## src/rtl/srep_pkg.sv

```systemverilog
package srep_pkg;

  localparam int MAX_PATTERN     = 16;
  localparam int MAX_REPLACEMENT = 16;
  localparam int SEQ_DEPTH       = (MAX_PATTERN > MAX_REPLACEMENT) ? MAX_PATTERN
                                                                  : MAX_REPLACEMENT;
  localparam int LEN_W           = $clog2(SEQ_DEPTH + 1);
  localparam int IDX_W           = $clog2(SEQ_DEPTH);
  localparam int CFG_IDX_W       = 3;
  localparam int CFG_DATA_W      = 64;

  typedef enum logic [CFG_IDX_W-1:0] {
    REG_PATTERN_LOW        = 3'd0,
    REG_PATTERN_HIGH       = 3'd1,
    REG_PATTERN_LENGTH     = 3'd2,
    REG_REPLACEMENT_LOW    = 3'd3,
    REG_REPLACEMENT_HIGH   = 3'd4,
    REG_REPLACEMENT_LENGTH = 3'd5
  } cfg_reg_t;

  // at most one command per input item: a run of bytes to emit and the end mark
  typedef struct packed {
    logic [SEQ_DEPTH-1:0][7:0] bytes;
    logic [LEN_W-1:0]          count;
    logic                      last;
  } cmd_t;

endpackage

```

## src/rtl/srep_if.sv

```systemverilog
interface srep_in_if;
  logic       valid;
  logic       ready;
  logic [7:0] data_byte;
  logic       end_of_content;

  modport source (output valid, output data_byte, output end_of_content, input ready);
  modport sink (input valid, input data_byte, input end_of_content, output ready);
endinterface

interface srep_out_if;
  logic       valid;
  logic       ready;
  logic [7:0] out_byte;
  logic       byte_valid;
  logic       last_of_content;

  modport source (output valid, output out_byte, output byte_valid,
                  output last_of_content, input ready);
  modport sink (input valid, input out_byte, input byte_valid,
                input last_of_content, output ready);
endinterface

```

## src/rtl/srep_front.sv

```systemverilog
module srep_front (
  input  logic                              clk,
  input  logic                              rst,
  input  logic                              cfg_we,
  input  logic [srep_pkg::CFG_IDX_W-1:0]    cfg_index,
  input  logic [srep_pkg::CFG_DATA_W-1:0]   cfg_data,
  srep_in_if.sink                           in_stream,
  input  logic                              push_ready,
  output logic                              push,
  output srep_pkg::cmd_t                    push_cmd
);

  logic [63:0] pattern_low;
  logic [63:0] pattern_high;
  logic [srep_pkg::LEN_W-1:0] pattern_length;
  logic [63:0] replacement_low;
  logic [63:0] replacement_high;
  logic [srep_pkg::LEN_W-1:0] replacement_length;

  logic [srep_pkg::MAX_PATTERN-1:0][7:0] window;
  logic [srep_pkg::MAX_PATTERN-1:0][7:0] window_next;
  logic [srep_pkg::LEN_W-1:0] window_count;
  logic [srep_pkg::LEN_W-1:0] window_count_next;

  logic [15:0][7:0] pat_bytes;
  logic [15:0][7:0] rep_bytes;
  logic [srep_pkg::LEN_W-1:0] plen;
  logic [srep_pkg::LEN_W-1:0] rlen;
  logic accept;

  assign pat_bytes = {pattern_high, pattern_low};
  assign rep_bytes = {replacement_high, replacement_low};

  // lengths above the supported maximum saturate
  assign plen = (pattern_length > srep_pkg::LEN_W'(srep_pkg::MAX_PATTERN))
              ? srep_pkg::LEN_W'(srep_pkg::MAX_PATTERN) : pattern_length;
  assign rlen = (replacement_length > srep_pkg::LEN_W'(srep_pkg::MAX_REPLACEMENT))
              ? srep_pkg::LEN_W'(srep_pkg::MAX_REPLACEMENT) : replacement_length;

  assign in_stream.ready = push_ready;
  assign accept = in_stream.valid && push_ready;

  always_comb begin
    logic [srep_pkg::MAX_PATTERN-1:0][7:0] win_new;
    logic [srep_pkg::LEN_W-1:0] base;
    logic [srep_pkg::LEN_W-1:0] cnt_new;
    logic full;
    logic match;
    logic [srep_pkg::LEN_W-1:0] emit_count;

    win_new = window;
    base = (window_count >= plen) ? '0 : window_count;
    if (plen == '0) begin
      base = '0;
    end
    win_new[base[srep_pkg::IDX_W-1:0]] = in_stream.data_byte;
    cnt_new = base + srep_pkg::LEN_W'(1);
    full = (plen == '0) || (cnt_new == plen);

    match = (plen != '0) && full;
    for (int i = 0; i < srep_pkg::MAX_PATTERN; i++) begin
      if ((srep_pkg::LEN_W'(i) < plen) && (win_new[i] != pat_bytes[i])) begin
        match = 1'b0;
      end
    end

    window_next = win_new;
    window_count_next = window_count;
    emit_count = '0;
    push_cmd.bytes = '0;
    push_cmd.bytes[srep_pkg::MAX_PATTERN-1:0] = win_new;

    if (plen == '0) begin
      emit_count = srep_pkg::LEN_W'(1);
      window_count_next = '0;
    end else if (match) begin
      push_cmd.bytes = '0;
      for (int i = 0; i < srep_pkg::MAX_REPLACEMENT; i++) begin
        push_cmd.bytes[i] = rep_bytes[i];
      end
      emit_count = rlen;
      window_count_next = '0;
    end else if (full) begin
      // oldest byte leaves, the rest moves down one place
      emit_count = in_stream.end_of_content ? cnt_new : srep_pkg::LEN_W'(1);
      for (int i = 0; i < srep_pkg::MAX_PATTERN - 1; i++) begin
        window_next[i] = win_new[i+1];
      end
      window_count_next = plen - srep_pkg::LEN_W'(1);
    end else begin
      emit_count = in_stream.end_of_content ? cnt_new : '0;
      window_count_next = cnt_new;
    end

    if (in_stream.end_of_content) begin
      window_count_next = '0;
    end

    push_cmd.count = emit_count;
    push_cmd.last = in_stream.end_of_content;
    push = accept && ((emit_count != '0) || in_stream.end_of_content);
  end

  always_ff @(posedge clk) begin
    if (rst) begin
      pattern_low        <= '0;
      pattern_high       <= '0;
      pattern_length     <= '0;
      replacement_low    <= '0;
      replacement_high   <= '0;
      replacement_length <= '0;
      window_count       <= '0;
    end else if (cfg_we) begin
      case (srep_pkg::cfg_reg_t'(cfg_index))
        srep_pkg::REG_PATTERN_LOW:        pattern_low <= cfg_data;
        srep_pkg::REG_PATTERN_HIGH:       pattern_high <= cfg_data;
        srep_pkg::REG_PATTERN_LENGTH: begin
          pattern_length <= cfg_data[srep_pkg::LEN_W-1:0];
          window_count   <= '0;
        end
        srep_pkg::REG_REPLACEMENT_LOW:    replacement_low <= cfg_data;
        srep_pkg::REG_REPLACEMENT_HIGH:   replacement_high <= cfg_data;
        srep_pkg::REG_REPLACEMENT_LENGTH: replacement_length <= cfg_data[srep_pkg::LEN_W-1:0];
        default: ;
      endcase
    end else if (accept) begin
      window_count <= window_count_next;
    end
  end

  always_ff @(posedge clk) begin
    if (accept) begin
      window <= window_next;
    end
  end

endmodule

```

## src/rtl/srep_queue.sv

```systemverilog
module srep_queue (
  input  logic           clk,
  input  logic           rst,
  input  logic           push,
  input  srep_pkg::cmd_t push_cmd,
  output logic           push_ready,
  input  logic           pop,
  output logic           head_valid,
  output srep_pkg::cmd_t head
);

  srep_pkg::cmd_t mem [2];
  logic       wr_ptr;
  logic       rd_ptr;
  logic [1:0] fill;

  assign push_ready = (fill != 2'd2);
  assign head_valid = (fill != 2'd0);
  assign head = mem[rd_ptr];

  always_ff @(posedge clk) begin
    if (push) begin
      mem[wr_ptr] <= push_cmd;
    end
  end

  always_ff @(posedge clk) begin
    if (rst) begin
      wr_ptr <= 1'b0;
      rd_ptr <= 1'b0;
      fill   <= 2'd0;
    end else begin
      if (push) begin
        wr_ptr <= ~wr_ptr;
      end
      if (pop) begin
        rd_ptr <= ~rd_ptr;
      end
      if (push && !pop) begin
        fill <= fill + 2'd1;
      end else if (!push && pop) begin
        fill <= fill - 2'd1;
      end
    end
  end

endmodule

```

## src/rtl/srep_back.sv

```systemverilog
module srep_back (
  input  logic           clk,
  input  logic           rst,
  input  logic           head_valid,
  input  srep_pkg::cmd_t head,
  output logic           pop,
  srep_out_if.source     out_stream
);

  logic                       out_valid;
  logic [7:0]                 out_byte;
  logic                       byte_valid;
  logic                       last_of_content;
  logic [srep_pkg::IDX_W-1:0] idx;

  logic load;
  logic emit;
  logic is_marker;
  logic final_byte;

  assign out_stream.valid           = out_valid;
  assign out_stream.out_byte        = out_byte;
  assign out_stream.byte_valid      = byte_valid;
  assign out_stream.last_of_content = last_of_content;

  assign load = !out_valid || out_stream.ready;
  assign emit = head_valid && load;
  // a command with no bytes is the empty end marker
  assign is_marker = (head.count == '0);
  assign final_byte = is_marker ||
                      ({1'b0, idx} == (head.count - srep_pkg::LEN_W'(1)));
  assign pop = emit && final_byte;

  always_ff @(posedge clk) begin
    if (rst) begin
      out_valid <= 1'b0;
      idx       <= '0;
    end else if (emit) begin
      out_valid <= 1'b1;
      idx       <= final_byte ? '0 : idx + srep_pkg::IDX_W'(1);
    end else if (out_stream.ready) begin
      out_valid <= 1'b0;
    end
  end

  always_ff @(posedge clk) begin
    if (emit) begin
      out_byte        <= is_marker ? 8'd0 : head.bytes[idx];
      byte_valid      <= !is_marker;
      last_of_content <= head.last && final_byte;
    end
  end

endmodule

```

## src/rtl/stream_pattern_replace_core.sv

```systemverilog
// first result of a transaction is registered in the command queue, then in the output register, before it is offered
// throughput: one output byte per cycle while out_stream.ready is high; an input item that yields k
// results gives them as consecutive output bytes (replacement length, or up to 16 on a flush)
// input takes one item per cycle while the two-entry command queue has room
// reset: synchronous active-high rst clears config registers, lengths, window count, queue and output valid
module stream_pattern_replace_core (
  input  logic                            clk,
  input  logic                            rst,
  input  logic                            cfg_we,
  input  logic [srep_pkg::CFG_IDX_W-1:0]  cfg_index,
  input  logic [srep_pkg::CFG_DATA_W-1:0] cfg_data,
  srep_in_if.sink                         in_stream,
  srep_out_if.source                      out_stream
);

  logic           push;
  logic           push_ready;
  srep_pkg::cmd_t push_cmd;
  logic           pop;
  logic           head_valid;
  srep_pkg::cmd_t head;

  srep_front u_front (
    .clk        (clk),
    .rst        (rst),
    .cfg_we     (cfg_we),
    .cfg_index  (cfg_index),
    .cfg_data   (cfg_data),
    .in_stream  (in_stream),
    .push_ready (push_ready),
    .push       (push),
    .push_cmd   (push_cmd)
  );

  srep_queue u_queue (
    .clk        (clk),
    .rst        (rst),
    .push       (push),
    .push_cmd   (push_cmd),
    .push_ready (push_ready),
    .pop        (pop),
    .head_valid (head_valid),
    .head       (head)
  );

  srep_back u_back (
    .clk        (clk),
    .rst        (rst),
    .head_valid (head_valid),
    .head       (head),
    .pop        (pop),
    .out_stream (out_stream)
  );

endmodule
```

## src/flat_wrapper.sv

```systemverilog
// flat-port wrapper written by rule: the top's interface ports become plain ports
module stream_pattern_replace_core_flat 
  (clk, rst, cfg_we, cfg_index, cfg_data, in_stream_valid, in_stream_data_byte, in_stream_end_of_content, in_stream_ready, out_stream_valid, out_stream_out_byte, out_stream_byte_valid, out_stream_last_of_content, out_stream_ready);
  srep_in_if in_stream_i ();
  srep_out_if out_stream_i ();
  input  logic clk;
  input  logic rst;
  input  logic cfg_we;
  input  logic [srep_pkg::CFG_IDX_W-1:0] cfg_index;
  input  logic [srep_pkg::CFG_DATA_W-1:0] cfg_data;
  input wire logic [$bits(in_stream_i.valid)-1:0] in_stream_valid;
  input wire logic [$bits(in_stream_i.data_byte)-1:0] in_stream_data_byte;
  input wire logic [$bits(in_stream_i.end_of_content)-1:0] in_stream_end_of_content;
  output wire logic [$bits(in_stream_i.ready)-1:0] in_stream_ready;
  output wire logic [$bits(out_stream_i.valid)-1:0] out_stream_valid;
  output wire logic [$bits(out_stream_i.out_byte)-1:0] out_stream_out_byte;
  output wire logic [$bits(out_stream_i.byte_valid)-1:0] out_stream_byte_valid;
  output wire logic [$bits(out_stream_i.last_of_content)-1:0] out_stream_last_of_content;
  input wire logic [$bits(out_stream_i.ready)-1:0] out_stream_ready;
  assign in_stream_i.valid = in_stream_valid;
  assign in_stream_i.data_byte = in_stream_data_byte;
  assign in_stream_i.end_of_content = in_stream_end_of_content;
  assign in_stream_ready = in_stream_i.ready;
  assign out_stream_valid = out_stream_i.valid;
  assign out_stream_out_byte = out_stream_i.out_byte;
  assign out_stream_byte_valid = out_stream_i.byte_valid;
  assign out_stream_last_of_content = out_stream_i.last_of_content;
  assign out_stream_i.ready = out_stream_ready;
  stream_pattern_replace_core u_core (.clk(clk), .rst(rst), .cfg_we(cfg_we), .cfg_index(cfg_index), .cfg_data(cfg_data), .in_stream(in_stream_i), .out_stream(out_stream_i));
endmodule
```

## config.mk

```make
export PLATFORM = sky130hd
export DESIGN_NAME = stream_pattern_replace_core_flat
export DESIGN_NICKNAME = d
export VERILOG_FILES = /design/src/rtl/srep_pkg.sv /design/src/rtl/srep_if.sv /design/src/rtl/srep_front.sv /design/src/rtl/srep_queue.sv /design/src/rtl/srep_back.sv /design/src/rtl/stream_pattern_replace_core.sv /design/src/flat_wrapper.sv
export SDC_FILE = /design/constraint.sdc
export NUM_CORES = 1
export LEC_CHECK = 0
export ABC_AREA = 0
export BUFFER_PORTS_ARGS = -buffer_cell sky130_fd_sc_hd__buf_2
export CELL_PAD_IN_SITES_DETAIL_PLACEMENT = 1
export CELL_PAD_IN_SITES_GLOBAL_PLACEMENT = 2
export CORE_UTILIZATION = 30
export DETAILED_ROUTE_END_ITERATION = 8
export GPL_TIMING_DRIVEN = 0
export PLACE_DENSITY_LB_ADDON = 0.1
export REMOVE_ABC_BUFFERS = 1
export SLEW_MARGIN = 15
export SYNTH_ARGS = -nofsm -noshare
export SYNTH_HDL_FRONTEND = slang
export SYNTH_SLANG_ARGS = --single-unit
```

## constraint.sdc

```tcl
create_clock -name clk -period 17.9 [get_ports clk]
set_input_delay 3.58 -clock clk [delete_from_list [all_inputs] [get_ports clk]]
set_output_delay 3.58 -clock clk [all_outputs]
set_load 0.1 [all_outputs]
```

Word level (Yosys, flattened, before mapping). Memories as Yosys holds them, arrays and structs flattened. A register that Yosys moved wholly into a read port is not among the register bits. Index checks and enable logic that the tools add are counted.

Register bits after elaboration: 418. Bits in writable memories: 268. Input port bits: 81. Output and inout port bits: 12. Word-level logic and storage cells: 187. Memories kept: 1.

Memory list: u_core.u_queue.mem (depth 2, width 134, read ports 1, clocked after memory_dff 1, write ports 1, RTL line srep_queue.sv:12) `srep_pkg::cmd_t mem [2];`.

Add/subtract/negate cells: 6. $lt $le $gt $ge: 22. Eq/ne operators: 25. Multiplexer cells: 51. Bitwise operators: 2. Reductions and logical operators: 49.

Operator list (number): 120-bit 2-to-1 mux (3); 128-bit 2-to-1 mux (2); 128-bit bitwise mux (1); 8-bit inequality test (16); 5-bit 2-to-1 mux (16); 4-bit by 5-bit less-than comparator with 1-bit output (first input constant) (8); 8-bit binary-select mux with 4-bit select (1); 8-bit demux with 4-bit select (1); 1-bit logical AND (25); 1-bit 2-to-1 mux (22); 3-bit by 5-bit less-than comparator with 1-bit output (first input constant) (4); 8-bit 2-to-1 mux (2); 2-bit AND reduction (7); 5-bit > comparator (second input constant) (2); 5-bit logical NOT (2); 1-bit by 5-bit less-than comparator with 1-bit output (first input constant) (2); 2-bit by 5-bit less-than comparator with 1-bit output (first input constant) (2); 4-bit by 5-bit less-than comparator with 1-bit output (second input constant) (2); 5-bit nonzero test (2); 5-bit by 1-bit subtractor with 5-bit output (second input constant) (2); 2-bit nonzero test (4); 3-bit by 2-bit == test with 1-bit output (second input constant) (2); 3-bit == test (second input constant) (2); 5-bit by 1-bit adder with 5-bit output (second input constant) (1); other kinds (16) (24).

Longest topological paths before layout. Gate-level depths: netlist of the first run.

Depth after elaboration: 37. Gate-level depth with buffers: 30. Mapped depth without buffers: 24.

Cells and area by module. A second synthesis of the first run with hierarchy kept.

Cell total of the unflattened synthesis: 3284. Area, all modules: 34374.2 µm².

By module, submodules not included: srep_front (instances 1, cells each 2726, area an instance 22485.3 µm², sequential area each 9268.9 µm²); srep_queue (instances 1, cells each 439, area an instance 10114.7 µm², sequential area each 8147.8 µm²); srep_back (instances 1, cells each 119, area an instance 1774.2 µm², sequential area each 400.4 µm²).

Least setup slack after synthesis of the first run. Ideal clock, no wire load.

Path kind: input-to-reg. Start: input in_stream_valid. End: memory u_core.u_queue.mem[0][0] in the netlist's numbering (enable). Setup time: 645 ps. Arrival: 13167 ps. Data required time: 17255 ps. Setup slack: 4088 ps. Cell stages on the path: 4. Buffers on the path: 0. Cells stage by stage: and2_1 > o21ai_0 > o21ba_2 > nor2b_1.

Cells in the longest elaborated chain, start to end: 4.

RTL lines: start, declared (RTL line flat_wrapper.sv:11) `input wire logic [$bits(in_stream_i.valid)-1:0] in_stream_valid;`; 1-bit logical AND (RTL line srep_front.sv:41) `assign accept = in_stream.valid && push_ready;`; 1-bit logical AND (RTL line srep_front.sv:101) `push = accept && ((emit_count != '0) || in_stream.end_of_content);`; net u_core.push (RTL line stream_pattern_replace_core.sv:16) `logic push;`; 1-bit 2-to-1 mux (RTL line srep_queue.sv:22) `if (push) begin`; 1-bit 2-to-1 mux (implied by the code) (RTL line srep_queue.sv:23) `mem[wr_ptr] <= push_cmd;`; end, declared (RTL line srep_queue.sv:12).

The timed path passes the listed nets, and every way through them passes these cells.

==> run metrics, run 1 <==
run status=complete, no violations; Power Internal=0.00340 W; Gate Count Post-Synth=3,215; Die Ht=333 um; prevailing post-synth register cell=edfxtp_1; count of final setup violators=0; number of antenna violations at the first check in global routing=4; CTS tree=built; Mean Syn Cell Area=10.2 um^2; final instance area=38,400 um^2; Max Freq=99.5 MHz; worst rel slew slack=14.3%; dpl hpwl=98,400 um; fillers=11,900; Post CTS Setup Buffer Count=0; hold_ws=0.454 ns; crit path capture type=flip-flop; Post-Route WL=142,000 um; Starting Density=30.4%; RSZ-0062 raised after global routing=no; IO buf count=92; DRC viols=0; final count of hold timing violations=0; P&R area growth vs syn=16.9%; Post-Place Cell Area=35,500 um^2; Net Sw Frac=32.3%; Clock Sink Count=687; fin worst setup slack=7.85 ns; pre-CTS setup slack=7.43 ns; worst-path maximum fanout=54; GRT Util Overall=25.4%; Synth Warn #=0; vias in the first global route=26,800; largest net degree at the start of global routing=100; Placed Cells incl. Taps=4,533; Design Power=0.00502 W; Final #Nets=3,313; Worst VDD drop=0.0738 mV; die area=111,000 um^2; clock slew at reported path FFs=0.06 ns; number of synthesized flops with an enable pin=406; Congestion Overflow GR=0; actual slew at the worst max-slew pin=1.28 ns; DR vias/cell=5.60; Avg WL per Cell=30.3 um; CTS buffer count=88; GP Congestion=0.832; flops & latches, synth=687; clock power share=35.9%; min cycle time layout=10.05 ns; Setup crit start kind=primary input; period utilization=56.1%; worst-skew pair later-pin latency=0.69 ns; sequential fraction of the synthesis area=54.3%; Critical Path AT=10.50 ns; post-route ant nets=0; H-tree levels=3; Cell Rows=120; post_cts resized=0; synth unique cells=83; CTS Hold Bufs=0; Reg power frac=42.8%; DR iter-0 viols=2,430; I/O pin cnt=93; Clock Skew=0.0433 ns; core area=108,000 um^2; Clock Tree Root=clkbuf_16; share of cells above drive strength 1=14.4%; chip width=333 um; Final Max Tran Viols=0; Post-synth ARST share=0%; leak pwr=13.3 nW; clock buffer depth=3; Power Density=131 nW/um^2; maxcap violations=0; via count=26,300; Mapped Area=32,800 um^2; net switching power=0.00162 W; drt pass-1 iters=6; Post-Layout Cell Count=4,703; Comb power frac=21.3%; first-pass GRT wire length=202,000 um; CP Data Required Time=18.35 ns; crit path kind=in -> reg; Hold WC Path Type=reg -> reg
-- power groups by stage --
stage | logic, W | clock network [W] | registers [W]
finish | 0.00107 | 0.00180 | 0.00215
global route | 0.00112 | 0.00190 | 0.00216
CTS | 0.00108 | 0.00185 | 0.00215
detailed placement | 0.00107 | 0 | 0.00218
global placement | 0.000972 | 0 | 0.00227
floorplan | 0.000507 | 0 | 0.00222
-- metal layers --
layer  wire length, um  share of wire (%)  vias up  GRT usage (%)
met5                 0                  0        -              0
met1             65600                 46    13700           35.6
met4              4740                3.3        0           8.04
li1                  -                  -    11700              -
met2             65700                 46      741           40.9
met3              6450                4.5      191           2.86
-- sequential cells by signal, summed over array words and instances, names as in the netlist, 8 cells and up, named ones only --
signal                             cells
u_core.u_front.window                128
u_core.u_front.pattern_high           64
u_core.u_front.replacement_low        64
u_core.u_front.replacement_high       64
u_core.u_queue.mem                   268
u_core.u_front.pattern_low            64
u_core.u_back.out_stream.out_byte      8
-- cell usage after synthesis (25+ instances only) --
master	count	share of area (%)
xnor2_1	47	1.3
o21ai_0	39	0.59
dfxtp_1	281	17
a21oi_1	447	6.8
clkbuf_1	199	2.3
nand2_1	632	7.2
a221oi_1	25	0.67
o221a_2	32	1.1
mux4_2	80	5.5
mux2i_1	88	2.7
a31oi_1	30	0.57
nor2_1	234	2.7
xor2_1	52	1.4
edfxtp_1	406	37
o22ai_1	36	0.69
inv_1	103	1.2
nor3_1	45	0.69
nand3_1	35	0.53
or3_1	51	0.97
-- cells in the final DEF, fill, tap and decap left out, drive strengths merged, types with 45 or more instances in the layout --
cell type  count
mux4          80
xor2          52
edfxtp       406
xnor2         47
clkbuf       126
o21ai         48
or3           51
nor3          45
dfxtp        281
mux2i         90
nand2        632
o221a         54
buf          150
a21oi        454
nor2         235
inv          108
-- path summary, 6_finish.rpt --
path / from / to / slack [ns] / depth (start not counted)
max reg2reg: u_core.u_front.pattern_length[4]$_SDFFE_PP0P_ / u_core.u_front.window[70]$_DFFE_PP_ / 8.14 / 25
min: u_core.u_front.replacement_high[47]$_SDFFE_PP0P_ / u_core.u_front.replacement_high[47]$_SDFFE_PP0P_ / 0.45 / 2
max: in_stream_data_byte[7] / u_core.u_front.window[70]$_DFFE_PP_ / 7.85 / 16
min reg2reg: u_core.u_front.replacement_high[47]$_SDFFE_PP0P_ / u_core.u_front.replacement_high[47]$_SDFFE_PP0P_ / 0.45 / 2
-- kinds of logic (layout without fill, tap and decap cells) --
| kind of cell | after synthesis | count (layout) | synth area share (%) |
|---|---|---|---|
| AO/OA/AOI/OAI | 796 | 796 | 15.7 |
| XOR/XNOR | 99 | 99 | 2.64 |
| adder cells (fa/ha/maj) | 13 | 13 | 0.488 |
| buffers and inverters | 339 | 420 | 4.08 |
| flip-flops | 687 | 687 | 54.3 |
| multiplexers | 180 | 180 | 8.60 |
| other | 0 | 4 | 0 |
| AND/OR/NAND/NOR | 1101 | 1101 | 14.2 |
-- metrics by stage --
step | TNS [ns] | util (%)
after floorplan | 0 | -
after global placement | -2901.82 | 31.6
after detailed placement | 0 | 32.9
after CTS | 0 | 35.6
after global routing | 0 | 35.6
final | 0 | 35.6
-- worst max-delay path: stages --
cell	delay, ns
buf_2	0.85
inv_2	0.70
a222oi_1	0.46
a21oi_1	0.12
a221o_1	0.32
nor4b_1	0.97
a22oi_1	0.18
a21oi_1	0.18
o2111ai_1	0.15
or4b_4	0.83
buf_12	0.28
buf_16	0.21
nand2_4	0.32
buf_16	0.30
mux2_2	0.47
a221oi_1	0.35
-- layout make-up --
type,count,area [um^2],area share [%]
Timing Repair Buffer,150,1670,4.35
Multi-Input combinational cell,2189,13800,36.0
Tap cell,1403,1760,4.57
Antenna cell,4,10.0,0.0261
Clock inverter,40,382,0.994
Sequential cell,687,17800,46.5
Clock buffer,126,2520,6.56
Inverter,104,390,1.02
No activity file was read; power rests on OpenSTA's default activity.
==> run 2, diff against run 1 <==
- clock period: 17.9 -> 8.05 ns (I/O delays scaled with it)
==> run metrics, run 2 (same netlist as run 1, synthesis figures left out) <==
run status=complete, no violations (unchanged); max incr delay on CP=0.78 ns (was 0.97 ns); CP delay by family, top=compound AO/OA/AOI/OAI gates (was buffers and inverters); chip width=333 um (unchanged); crit path capture type=flip-flop (unchanged); Hold WC Path Type=reg -> reg (unchanged); most frequent cells in the layout=nand2_1, a21oi_1, edfxtp_1 (unchanged); Die Ht=333 um (unchanged); first-pass GRT wire length=204,000 um (was 202,000 um); final count of hold timing violations=0 (unchanged); flip-flop count of the largest register after layout=268 (unchanged); CTS tree=built (unchanged); hold_ws=0.454 ns (about the same); I/O pin cnt=93 (unchanged); pre-CTS setup slack=-1.49 ns (was 7.43 ns); worst rel slew slack=14.4% (was 14.3%); Power Density=290 nW/um^2 (was 131 nW/um^2); Design Power=0.0112 W (was 0.00502 W); IO buf count=92 (unchanged); DR iter-0 viols=2,475 (was 2,430); setup TNS=0 ns (unchanged); CTS buffer count=88 (unchanged); clock slew at reported path FFs=0.06 ns (about the same); worst-skew pair later-pin latency=0.69 ns (about the same); P&R area growth vs syn=17.3% (was 16.9%); count of final setup violators=0 (unchanged); Post-Route WL=144,000 um (was 142,000 um); fin worst setup slack=0.230 ns (was 7.85 ns); largest reg by FF count=u_core.u_queue.mem (unchanged); DRC viols=0 (unchanged); Starting Density=30.4% (unchanged); final core utilization=35.7% (was 35.6%); clock buffer depth=3 (unchanged); leak pwr=13.3 nW (about the same); Clock Skew=0.0434 ns (was 0.0433 ns); core area=108,000 um^2 (unchanged); Clock Tree Root=clkbuf_16 (unchanged); dpl hpwl=98,400 um (unchanged); Final #Nets=3,317 (was 3,313); drt pass-1 iters=6 (unchanged); number of antenna violations at the first check in global routing=4 (unchanged); share of cells above drive strength 1=14.8% (was 14.4%); period utilization=97.1%; vias in the first global route=26,900 (was 26,800); min cycle time layout=7.82 ns; RSZ-0062 raised after global routing=no (unchanged); CP Data Required Time=8.46 ns (was 18.35 ns); crit path max-delay cell type=o21ai_4 (was nor4b_1); die area=111,000 um^2 (unchanged); largest registers=u_core.u_queue.mem: 268 flops, u_core.u_front.window: 128 flops (unchanged); Congestion Overflow GR=0 (unchanged); Setup crit start kind=flip-flop (was primary input); maxcap violations=0 (unchanged); via count=26,500 (was 26,300); Avg WL per Cell=30.5 um (was 30.3 um); worst-path maximum fanout=64 (was 54); H-tree levels=3 (unchanged); Critical Path AT=8.23 ns (was 10.50 ns); Max Freq=128 MHz; CTS Hold Bufs=0 (unchanged); post-route ant nets=0 (unchanged); crit path kind=reg -> reg (was in -> reg); Final Max Tran Viols=0 (unchanged); Cell Rows=120 (unchanged); GP Congestion=0.832 (unchanged); ordered cell list for the critical path=nand2_1, ha_1, nand2_1, o21a_1, o21ai_4, or2_1, mux2i_1, inv_1, a222oi_1, nand4_1, a22o_1, or4b_4, buf_4, buf_16, and2_4, buf_16, mux2i_4, o221a_2 (was buf_2, inv_2, a222oi_1, a21oi_1, a221o_1, nor4b_1, a22oi_1, a21oi_1, o2111ai_1, or4b_4, buf_12, buf_16, nand2_4, buf_16, mux2_2, a221oi_1); largest net degree at the start of global routing=100 (unchanged); Clock Sink Count=687 (unchanged); actual slew at the worst max-slew pin=1.28 ns (about the same); most common cell after layout, fill and taps aside=nand2_1 (unchanged); GRT Util Overall=25.6% (was 25.4%); Worst VDD drop=0.164 mV (was 0.0738 mV); WP buf/inv=4 (was 5); DR vias/cell=5.63 (was 5.60)
==> run 2: cell count changes in the layout (fill, tap and decap cells not counted), sizes merged <==
cell / change
o21ai: +1
buf: +2
or4b: +1
==> run 2: worst paths after layout <==
path                                                         start                                                to  cells after the start  slack [ns]
setup / recovery     u_core.u_front.pattern_length[2]$_SDFFE_PP0P_              u_core.u_front.window[102]$_DFFE_PP_                     18        0.23
hold / removal    u_core.u_front.replacement_high[47]$_SDFFE_PP0P_  u_core.u_front.replacement_high[47]$_SDFFE_PP0P_                      2        0.45
setup reg to reg     u_core.u_front.pattern_length[2]$_SDFFE_PP0P_              u_core.u_front.window[102]$_DFFE_PP_                     18        0.23
hold reg to reg   u_core.u_front.replacement_high[47]$_SDFFE_PP0P_  u_core.u_front.replacement_high[47]$_SDFFE_PP0P_                      2        0.45
==> run 2: what timing repair did <==
item | CTS | global route
buffers inserted | 2 | 0
resized for setup | 11 | 10
gates cloned | 2 | 0
setup endpoints to repair | 636 | 102
pin swaps | 3 | 0
==> run 2: report_power, final <==
group          switching, W  internal, W  leakage, nW
Clock               0.00166      0.00235         1.42
Sequential         0.000369      0.00440         6.11
Combinational       0.00157     0.000813         5.76
Total               0.00361      0.00756         13.3
==> run 2: worst min-delay path: stages, from the launching register on <==
cell	delay, ns
dfxtp_1	0.31
nand2_1	0.05
a21oi_1	0.05
==> run 2: stage by stage <==
stage | instance area [um^2] | std cells
floorplan | 31900 | 2980
global placement | 34100 | 4475
detailed placement | 35500 | 4533
CTS | 38400 | 4703
global route | 38500 | 4703
finish | 38500 | 4707
==> run 2: layout make-up <==
cell class / count / area [um^2]
clock buffers: 126 / 2520
multi-input cells: 2191 / 13900
clock inverters: 40 / 382
inverters: 104 / 392
fillers: 11900 / 69300
diodes: 4 / 10.0
well taps: 1403 / 1760
repair buffers: 152 / 1680
flip-flops and latches: 687 / 17800
==> run 2: routing by layer <==
metal  routed length, um  track usage, %  vias to the layer above
met2               66900            41.4                      785
met3                6730            2.87                      185
li1                    -               -                    11700
met5                   0               0                        -
met4                4580            8.09                        0
met1               65500            35.7                    13800
==> run 3, diff against run 2 <==
- clock period: 8.05 -> 7 ns (I/O delays scaled with it)
==> run metrics, run 3 (same netlist as run 1, synthesis figures left out) <==
run status=complete, no violations (unchanged); GP Congestion=0.832 (unchanged); share of cells above drive strength 1=16.2% (was 14.8%); final instance area=38,800 um^2 (was 38,500 um^2); DRC viols=0 (unchanged); largest registers=u_core.u_queue.mem: 268 flops, u_core.u_front.window: 128 flops (unchanged); routing usage on met3=2.79% (was 2.87%); Final #Nets=3,334 (was 3,317); leak pwr=13.4 nW (was 13.3 nW); Setup crit start kind=flip-flop (unchanged); final count of hold timing violations=0 (unchanged); Congestion Overflow GR=0 (unchanged); CP Data Required Time=7.37 ns (was 8.46 ns); largest net degree at the start of global routing=100 (unchanged); register area=17,800 um^2 (about the same); Clock Sink Count=687 (unchanged); worst-skew pair later-pin latency=0.69 ns (about the same); DR iter-0 viols=2,525 (was 2,475); hold_ws=0.454 ns (about the same); met2 Track Usage GR=41.6% (was 41.4%); most common cell after layout, fill and taps aside=nand2_1 (unchanged); H-tree levels=3 (unchanged); first-pass GRT wire length=205,000 um (was 204,000 um); count of final setup violators=0 (unchanged); actual slew at the worst max-slew pin=1.17 ns (was 1.28 ns); dpl hpwl=98,400 um (unchanged); vias in the first global route=27,000 (was 26,900); worst rel slew slack=21.3% (was 14.4%); period utilization=98.4% (was 97.1%); min cycle time layout=6.89 ns (was 7.82 ns); largest reg by FF count=u_core.u_queue.mem (unchanged); number of antenna violations at the first check in global routing=3 (was 4); die area=111,000 um^2 (unchanged); CTS buffer count=88 (unchanged); area of the multi-input gates=14,100 um^2 (was 13,900 um^2); worst-path maximum fanout=48 (was 64); Post-Place Cell Area=35,500 um^2 (unchanged); Critical Path AT=7.26 ns (was 8.23 ns); crit path capture type=flip-flop (unchanged); Power Density=331 nW/um^2 (was 290 nW/um^2); Hold WC Path Type=reg -> reg (unchanged); DR vias/cell=5.63 (about the same); Final Max Tran Viols=0 (unchanged); IO buf count=92 (unchanged); flip-flop count of the largest register after layout=268 (unchanged); via count=26,600 (was 26,500); chip width=333 um (unchanged); clock buffer depth=3 (unchanged); GRT Util Overall=25.8% (was 25.6%); I/O pin cnt=93 (unchanged); post-route ant nets=0 (unchanged); fillers=11,900 (about the same); CTS Hold Bufs=0 (unchanged); global-route layer with the greatest usage=met2 (unchanged); Worst VDD drop=0.189 mV (was 0.164 mV); crit path kind=reg -> reg (unchanged); clock slew at reported path FFs=0.06 ns (about the same); Post-Route WL=145,000 um (was 144,000 um); drt pass-1 iters=8 (was 6); Cell Rows=120 (unchanged); core area=108,000 um^2 (unchanged); Max Freq=145 MHz (was 128 MHz); Clock Skew=0.0466 ns (was 0.0434 ns); Avg WL per Cell=30.6 um (was 30.5 um); maxcap violations=0 (unchanged); grt met1 use=36.0% (was 35.7%); most frequent cells in the layout=nand2_1, a21oi_1, edfxtp_1 (unchanged); Die Ht=333 um (unchanged); CTS tree=built (unchanged); Starting Density=30.4% (unchanged); Clock Tree Root=clkbuf_16 (unchanged); P&R area growth vs syn=18.3% (was 17.3%)
-- run 3: cell types whose count changed in the layout (fill, tap and decap cells not counted), moves of 4 or more --
cell	change
a21oi_1	-7
mux2i_2	+4
mux2i_1	-4
dfxtp_1	-5
dfxtp_2	+5
a21oi_2	+6
buf_4	+15
-- run 3: metal layers --
layer  part of all wire, %  routed length [um]
met5                     0                   0
met4                   3.4                4890
met3                   4.4                6360
met2                    46               67000
met1                    46               66400
-- run 3: per-stage QoR --
| stage | power [W] | worst slack [ns] | setup TNS (ns) | instances | utilization [%] |
|---|---|---|---|---|---|
| final | 0.0129 | 0.115 | 0 | 4725 | 36.0 |
| after global routing | 0.0133 | -0.0140 | -0.149 | 4720 | 36.0 |
| after CTS | 0.0130 | 0.0512 | 0 | 4712 | 35.9 |
| after detailed placement | 0.00831 | -2.54 | -1072.89 | 4533 | 32.9 |
| after global placement | 0.00830 | -21.89 | - | 4475 | 31.6 |
| after floorplan | 0.00698 | -8.95 | -3336.23 | 2980 | - |
-- run 3: final cells by class --
class / instances / area share [%]
sequential: 687 / 45.9
multi-input combinational: 2192 / 36.2
clock buffer: 126 / 6.49
timing repair buffer: 168 / 4.75
tap: 1403 / 4.52
inverter: 104 / 1.02
clock inverter: 40 / 0.983
antenna: 5 / 0.0322
-- run 3: worst max-delay path, cell delays in order (launching register included) --
cell,delay (ns)
dfxtp_4,0.49
inv_4,0.11
ha_1,0.35
nand2_1,0.43
o211ai_2,0.90
mux2i_1,0.24
a221o_1,0.36
nor4b_1,0.97
a22oi_1,0.17
a21oi_1,0.21
o2111ai_2,0.17
or4b_4,0.58
buf_4,0.25
buf_12,0.23
o21ba_2,0.28
and2_4,0.21
buf_16,0.20
buf_16,0.27
-- run 3: power by group --
group | switching (W) | internal [W]
clock | 0.00191 | 0.00270
combinational | 0.00182 | 0.000947
sequential | 0.000428 | 0.00506
-- run 3: repair_timing --
item,4_1_cts,5_1_grt
pin swaps,4,2
setup buffers,9,8
gates cloned,4,0
endpoints found under the setup margin,662,304
gates resized for setup,49,15
-- run 3: path summary, 6_finish.rpt --
check / cells after the start / slack, ns / start / endpoint
worst min-delay path: 2 / 0.45 / u_core.u_front.replacement_high[47]$_SDFFE_PP0P_ / u_core.u_front.replacement_high[47]$_SDFFE_PP0P_
worst max-delay path: 17 / 0.11 / u_core.u_front.pattern_length[4]$_SDFFE_PP0P_ / u_core.u_queue.mem[1][42]$_DFFE_PP_
worst max register to register: 17 / 0.11 / u_core.u_front.pattern_length[4]$_SDFFE_PP0P_ / u_core.u_queue.mem[1][42]$_DFFE_PP_
worst min register to register: 2 / 0.45 / u_core.u_front.replacement_high[47]$_SDFFE_PP0P_ / u_core.u_front.replacement_high[47]$_SDFFE_PP0P_
